[src/rtl/fdss_pkg.sv]
`default_nettype none
package fdss_pkg;

  localparam int DIGITS         = 4;
  localparam int FRAC_UNITS     = 4;
  localparam int VALUE_W        = 32;
  localparam int DP_W           = 3;
  localparam int SEG_W          = 8;
  localparam int STAGES         = 4;
  localparam int BITS_PER_STAGE = VALUE_W / STAGES;
  localparam int BCD_DIGITS     = FRAC_UNITS + DIGITS;
  localparam int BCD_W          = 4 * BCD_DIGITS;
  localparam int BCD_IDX_W      = $clog2(BCD_DIGITS);
  localparam int CNT_W          = $clog2(DIGITS + 1);
  localparam int IN_DATA_W      = ((VALUE_W + DP_W + 7) / 8) * 8;
  localparam int OUT_DATA_W     = 2 * SEG_W;

  localparam logic [SEG_W-1:0] BLANK   = 8'hFF;
  localparam logic [SEG_W-1:0] DP_MASK = 8'h7F;

  typedef struct packed {
    logic [VALUE_W-1:0] bin;
    logic [BCD_W-1:0]   bcd;
    logic [DP_W-1:0]    dp;
  } fdss_item_t;

  function automatic logic [SEG_W-1:0] seg_code(input logic [3:0] d);
    logic [SEG_W-1:0] c;
    unique case (d)
      4'd0:    c = 8'hC0;
      4'd1:    c = 8'hF9;
      4'd2:    c = 8'hA4;
      4'd3:    c = 8'hB0;
      4'd4:    c = 8'h99;
      4'd5:    c = 8'h92;
      4'd6:    c = 8'h82;
      4'd7:    c = 8'hF8;
      4'd8:    c = 8'h80;
      4'd9:    c = 8'h90;
      default: c = BLANK;
    endcase
    return c;
  endfunction

endpackage
`default_nettype wire

[src/rtl/four_digit_seven_segment_frames.sv]
// An input passes through the dabble stage registers and the output hold register
// before its first frame is shown. Each input yields DIGITS + 1 frames, or one frame
// if rejected; the single frame sequencer takes a new input as its last frame goes out.
// The 4-stage binary-to-BCD pipeline accepts an input in every cycle it can advance.
// Reset: asynchronous, active low; clears all valid bits and the frame counter.
`default_nettype none
module four_digit_seven_segment_frames
  import fdss_pkg::*;
(
  input  wire logic                  clk_i,
  input  wire logic                  rst_ni,
  input  wire logic                  s_axis_tvalid,
  output logic                       s_axis_tready,
  input  wire logic [IN_DATA_W-1:0]  s_axis_tdata,  // value[31:0], frac_digits[34:32]
  output logic                       m_axis_tvalid,
  input  wire logic                  m_axis_tready,
  output logic [OUT_DATA_W-1:0]      m_axis_tdata,  // segments[7:0], digit_select[15:8]
  output logic                       m_axis_tlast,
  output logic                       m_axis_tuser   // rejected
);

  logic       st_vld  [STAGES+1];
  fdss_item_t st_item [STAGES+1];
  logic       adv;

  logic             hold_vld_q, hold_vld_d;
  logic [BCD_W-1:0] hold_bcd_q;
  logic [DP_W-1:0]  hold_dp_q;
  logic             hold_rej_q;
  logic [CNT_W-1:0] cnt_q, cnt_d;

  logic             frame_last;
  logic [CNT_W-1:0] dig_i;
  logic [7:0]       pos_full;
  logic [BCD_IDX_W-1:0] pos;
  logic [3:0]       digit;
  logic [SEG_W-1:0] seg, sel;

  assign st_vld[0]      = s_axis_tvalid;
  assign st_item[0].bin = s_axis_tdata[VALUE_W-1:0];
  assign st_item[0].bcd = '0;
  assign st_item[0].dp  = s_axis_tdata[VALUE_W +: DP_W];

  for (genvar g = 0; g < STAGES; g++) begin : g_stage
    fdss_dabble_stage u_stage (
      .clk_i  (clk_i),
      .rst_ni (rst_ni),
      .en_i   (adv),
      .vld_i  (st_vld[g]),
      .item_i (st_item[g]),
      .vld_o  (st_vld[g+1]),
      .item_o (st_item[g+1])
    );
  end

  assign frame_last    = hold_rej_q || (cnt_q == CNT_W'(DIGITS));
  assign adv           = !hold_vld_q || (m_axis_tready && frame_last);
  assign s_axis_tready = adv;

  always_comb begin
    hold_vld_d = hold_vld_q;
    cnt_d      = cnt_q;
    if (adv) begin
      hold_vld_d = st_vld[STAGES];
      cnt_d      = '0;
    end else if (m_axis_tready) begin
      cnt_d = cnt_q + CNT_W'(1);
    end
  end

  always_ff @(posedge clk_i or negedge rst_ni) begin
    if (!rst_ni) begin
      hold_vld_q <= 1'b0;
      cnt_q      <= '0;
    end else begin
      hold_vld_q <= hold_vld_d;
      cnt_q      <= cnt_d;
    end
  end

  always_ff @(posedge clk_i) begin
    if (adv) begin
      hold_bcd_q <= st_item[STAGES].bcd;
      hold_dp_q  <= st_item[STAGES].dp;
      hold_rej_q <= (st_item[STAGES].dp > DP_W'(FRAC_UNITS));
    end
  end

  always_comb begin
    dig_i    = cnt_q - CNT_W'(1);
    pos_full = 8'(FRAC_UNITS) + 8'(dig_i) - 8'(hold_dp_q);
    pos      = pos_full[BCD_IDX_W-1:0];
    digit    = hold_bcd_q[pos*4 +: 4];
    if (cnt_q == '0) begin
      seg = BLANK;
      sel = BLANK;
    end else begin
      seg = seg_code(digit);
      if (8'(dig_i) == 8'(hold_dp_q)) begin
        seg = seg & DP_MASK;
      end
      sel = SEG_W'(1) << dig_i;
    end
  end

  assign m_axis_tvalid = hold_vld_q;
  assign m_axis_tdata  = {sel, seg};
  assign m_axis_tlast  = frame_last;
  assign m_axis_tuser  = hold_rej_q;

  a_cnt_range: assert property (@(posedge clk_i) disable iff (!rst_ni)
    cnt_q <= CNT_W'(DIGITS))
    else $error("frame counter out of range");

  a_rej_single: assert property (@(posedge clk_i) disable iff (!rst_ni)
    hold_vld_q && hold_rej_q |-> cnt_q == '0)
    else $error("rejected input advanced past the blanking frame");

  a_frame_step: assert property (@(posedge clk_i) disable iff (!rst_ni)
    hold_vld_q && m_axis_tready && !frame_last |=>
      hold_vld_q && cnt_q == $past(cnt_q) + CNT_W'(1))
    else $error("frame sequence skipped or dropped");

  a_no_take_busy: assert property (@(posedge clk_i) disable iff (!rst_ni)
    hold_vld_q && !frame_last |-> !s_axis_tready)
    else $error("input taken while frames remain");

endmodule
`default_nettype wire

[src/rtl/fdss_dabble_stage.sv]
`default_nettype none
module fdss_dabble_stage
  import fdss_pkg::*;
(
  input  wire logic       clk_i,
  input  wire logic       rst_ni,
  input  wire logic       en_i,
  input  wire logic       vld_i,
  input  wire fdss_item_t item_i,
  output logic            vld_o,
  output fdss_item_t      item_o
);

  logic       vld_q;
  fdss_item_t item_d, item_q;

  always_comb begin
    logic [VALUE_W-1:0] bin;
    logic [BCD_W-1:0]   bcd;
    bin = item_i.bin;
    bcd = item_i.bcd;
    for (int s = 0; s < BITS_PER_STAGE; s++) begin
      for (int d = 0; d < BCD_DIGITS; d++) begin
        if (bcd[d*4 +: 4] >= 4'd5) begin
          bcd[d*4 +: 4] = bcd[d*4 +: 4] + 4'd3;
        end
      end
      bcd = {bcd[BCD_W-2:0], bin[VALUE_W-1]};
      bin = {bin[VALUE_W-2:0], 1'b0};
    end
    item_d.bin = bin;
    item_d.bcd = bcd;
    item_d.dp  = item_i.dp;
  end

  always_ff @(posedge clk_i or negedge rst_ni) begin
    if (!rst_ni) begin
      vld_q <= 1'b0;
    end else if (en_i) begin
      vld_q <= vld_i;
    end
  end

  always_ff @(posedge clk_i) begin
    if (en_i) begin
      item_q <= item_d;
    end
  end

  assign vld_o  = vld_q;
  assign item_o = item_q;

endmodule
`default_nettype wire

[config.mk]
export PLATFORM = sky130hd
export DESIGN_NAME = four_digit_seven_segment_frames
export DESIGN_NICKNAME = d
export VERILOG_FILES = /design/src/rtl/fdss_pkg.sv /design/src/rtl/four_digit_seven_segment_frames.sv /design/src/rtl/fdss_dabble_stage.sv
export SDC_FILE = /design/constraint.sdc
export NUM_CORES = 1
export LEC_CHECK = 0
export BUFFER_PORTS_ARGS = -buffer_cell sky130_fd_sc_hd__clkbuf_2
export CAP_MARGIN = 20
export CORE_MARGIN = 3
export CORE_UTILIZATION = 59
export CTS_CLUSTER_SIZE = 16
export DETAILED_ROUTE_END_ITERATION = 7
export HOLD_SLACK_MARGIN = 0.06
export PLACE_DENSITY = 0.79
export SYNTH_ARGS = -nofsm -noshare
export SYNTH_HDL_FRONTEND = slang
export SYNTH_SLANG_ARGS = --single-unit
[constraint.sdc]
create_clock -name clk_i -period 7.11 [get_ports clk_i]
set_input_delay 1.0665 -clock clk_i [delete_from_list [all_inputs] [get_ports clk_i]]
set_output_delay 1.0665 -clock clk_i [all_outputs]
set_load 0.01 [all_outputs]
==> impl_metrics.env <==
export IMPL_status="finished, final reports clean"
export IMPL_grt_use_total_pct=23.0
export IMPL_holdWs_ps=395
export IMPL_coreArea_mm2=0.0433
export IMPL_cp_required_ps=7350
export IMPL_drt_pass1_iter_count=5
export IMPL_ys_flop_type="edfxtp_1"
export IMPL_post_synth_top_count_cell="nand2_1"
export IMPL_slew_headroom_pct=41.5
export IMPL_numCtsBuffers=17
export IMPL_ys_ff_latch=198
export IMPL_die_area_mm2=0.0466
export IMPL_hold_viol=0
export IMPL_hpwl_um=41200
export IMPL_yosysWarnings=0
export IMPL_yosys_top_cells_area="edfxtp_1 (22%), ha_1 (7.2%), nand2_1 (4.1%), a21oi_1 (3.9%), nor2_1 (3.3%)"
export IMPL_fmax_mhz=146
export IMPL_finalCritPeriodShare_pct=96.6
export IMPL_rsz0062_at_grt="true"
export IMPL_synth_avg_cell_area_um2=8.37
export IMPL_clock_sinks=198
export IMPL_tns_ps=0
export IMPL_grt_pass1_vias=21700
export IMPL_grt_pass1_wl_um=94500
export IMPL_routedWlPerCell_um=14.9
export IMPL_htree_levels=4
export IMPL_start_kind="register"
export IMPL_fin_skew_ps=18.4
export IMPL_drtIter0Drc=1510
export IMPL_vias=23600
export IMPL_grt_max_degree=155
export IMPL_port_buffers=58
export IMPL_hold_path_class="in -> async"
export IMPL_fp_dieW_um=216
export IMPL_clock_path_buffers=2
export IMPL_gp_congestion=0.859
export IMPL_avgViaCountPerCell=6.31
export IMPL_cp_slowest_cell="edfxtp_1"
export IMPL_chipHeight_um=216
export IMPL_worstMarginPinSlew_ps=873
export IMPL_drtAntennaViolNets=0
export IMPL_route_detailed_drc=0
export IMPL_initial_core_util_pct=60.0
export IMPL_synth_distinct_cells=149
export IMPL_synthCells=3104
export IMPL_drive_gt1_share_pct=17.9
export IMPL_synth_top_area_share_pct=22.0
export IMPL_yosys_top_cells_count="nand2_1 (285), nor2_1 (231), a21oi_1 (202), inv_1 (192), edfxtp_1 (190)"
export IMPL_num_rows=76
export IMPL_synth_edff_count=190
export IMPL_arrival_ps=7110
export IMPL_cts_root_buf="clkbuf_16"
export IMPL_worstPathMaxFanout=6
export IMPL_finalSetupViolations=0
export IMPL_antenna_cells=0
export IMPL_path_clk_slew_ps=90
export IMPL_end_kind="register"
export IMPL_ios=64
export IMPL_nNetsFinal=3342
export IMPL_syn_area_mm2=0.0260
export IMPL_slew_violations=0
export IMPL_ys_seq_area_share_pct=22.7
export IMPL_period_needed_ps=6870
export IMPL_path_class="reg -> reg"
export IMPL_grt_remaining_overflow=0
export IMPL_cts_tree="built"
export IMPL_routed_wl_um=56000
export IMPL_antenna_found_initial=0
export IMPL_crit_path_max_incr_delay_ps=480
export IMPL_area_growth_pct=8.76
export IMPL_synth_top_cell_by_area="edfxtp_1"
export IMPL_syn_nets=3297
export IMPL_insertion_delay_ps=500
export IMPL_async_reset_ff_share_pct=4.04
export IMPL_max_cap_viol_count=0
==> flip-flops by register name, indices dropped and copies added (netlist names) <==
name / count
cnt_q: 3
g_stage.u_stage.item_o: 154
g_stage.u_stage.vld_o: 4
hold_bcd_q: 32
hold_dp_q: 3
m_axis_tuser: 1
m_axis_tvalid: 1
==> worst max-delay path, delay by kind of cell, from the launching register on <==
kind | cells | cell delay, ps
and+or+nand+nor | 10 | 1790
adders and majority gates | 5 | 1130
buffers and inverters | 5 | 500
muxes | 1 | 320
AOI/OAI and AO/OA | 10 | 2380
DFF | 1 | 480
==> area by class of cell <==
type                       instances  area, µm²
clock buffer                      18        450
clock inverter                    14        198
fill                            3463      15000
inverter                         215        812
multi-input combinational       2600      19400
sequential                       198       5910
tap                              585        732
timing repair buffer             117        743
==> cell families (layout without fill, tap and decap cells) <==
| logic type | after synthesis | after routing | synth area share (%) |
|---|---|---|---|
| AO/OA/AOI/OAI | 1133 | 1133 | 33.0 |
| XOR/XNOR | 110 | 110 | 4.20 |
| adder cells (fa/ha/maj) | 159 | 159 | 7.57 |
| buffers and inverters | 306 | 364 | 4.66 |
| flip-flops | 198 | 198 | 22.7 |
| multiplexers | 176 | 176 | 8.26 |
| AND/OR/NAND/NOR | 1022 | 1022 | 19.5 |
==> stage by stage <==
stage / utilization [%] / cells / setup slack (ps) / cell area, µm²
4_1_cts: 63.3 / 3704 / 8.28 / 27400
3_5_place_dp: 61.8 / 3671 / -160 / 26700
2_1_floorplan: - / 3104 / 330 / 26000
5_1_grt: 65.3 / 3747 / -129 / 28200
6_report: 65.3 / 3747 / 243 / 28200
3_3_place_gp: 61.8 / 3671 / 266 / 26700
==> routing by layer <==
layer  share of wire (%)  global-route usage, %
met3                 3.8                   3.01
met4                 1.3                   6.48
met2                  50                   40.6
met1                  45                   29.4
met5                   0                      0
==> cell usage in the layout, fill, tap and decap left out, types with 19 or more instances in the layout <==
cell type	n
and3_1	28
a22oi_1	27
a31oi_1	25
mux2i_1	78
nand2_1	281
inv_1	191
xnor2_2	19
nand2b_1	69
edfxtp_1	190
o21ai_0	154
a211o_1	20
and2_1	53
a21oi_1	193
a211oi_1	44
or3_1	31
o211ai_1	46
o21a_1	49
mux2_2	59
a21oi_2	28
a211oi_2	20
nand3_1	88
o22ai_1	38
ha_1	143
a21o_1	36
inv_2	20
o21ai_1	66
or2_2	24
nor3_1	68
xnor2_1	67
nor2b_1	30
clkbuf_2	58
buf_4	56
nor2_1	225
==> worst paths after layout <==
check / start / end / slack, ps / cells past startpoint
setup / recovery: g_stage[1].u_stage.item_o[15]$_DFFE_PN_ / g_stage[2].u_stage.item_o[22]$_DFFE_PN_ / 240 / 31
hold / removal: rst_ni / m_axis_tvalid$_DFFE_PN0N_ / 400 / 1
setup reg to reg: g_stage[1].u_stage.item_o[15]$_DFFE_PN_ / g_stage[2].u_stage.item_o[22]$_DFFE_PN_ / 240 / 31
hold reg to reg: g_stage[1].u_stage.item_o[2]$_DFFE_PN_ / g_stage[2].u_stage.item_o[2]$_DFFE_PN_ / 420 / 0
max in group asynchronous: rst_ni / cnt_q[0]$_DFFE_PN0P_ / 6530 / 1
min in group clk_i: g_stage[1].u_stage.item_o[2]$_DFFE_PN_ / g_stage[2].u_stage.item_o[2]$_DFFE_PN_ / 420 / 0
==> what timing repair did <==
item,in CTS,in global routing
pin swaps,1,26
hold buffers,0,0
setup buffers,1,41
gates resized for setup,2,105
endpoints found under the setup margin,6,64
Power is not shown: default switching activity piles up to over one toggle a cycle in this logic, so the estimate is an artifact.
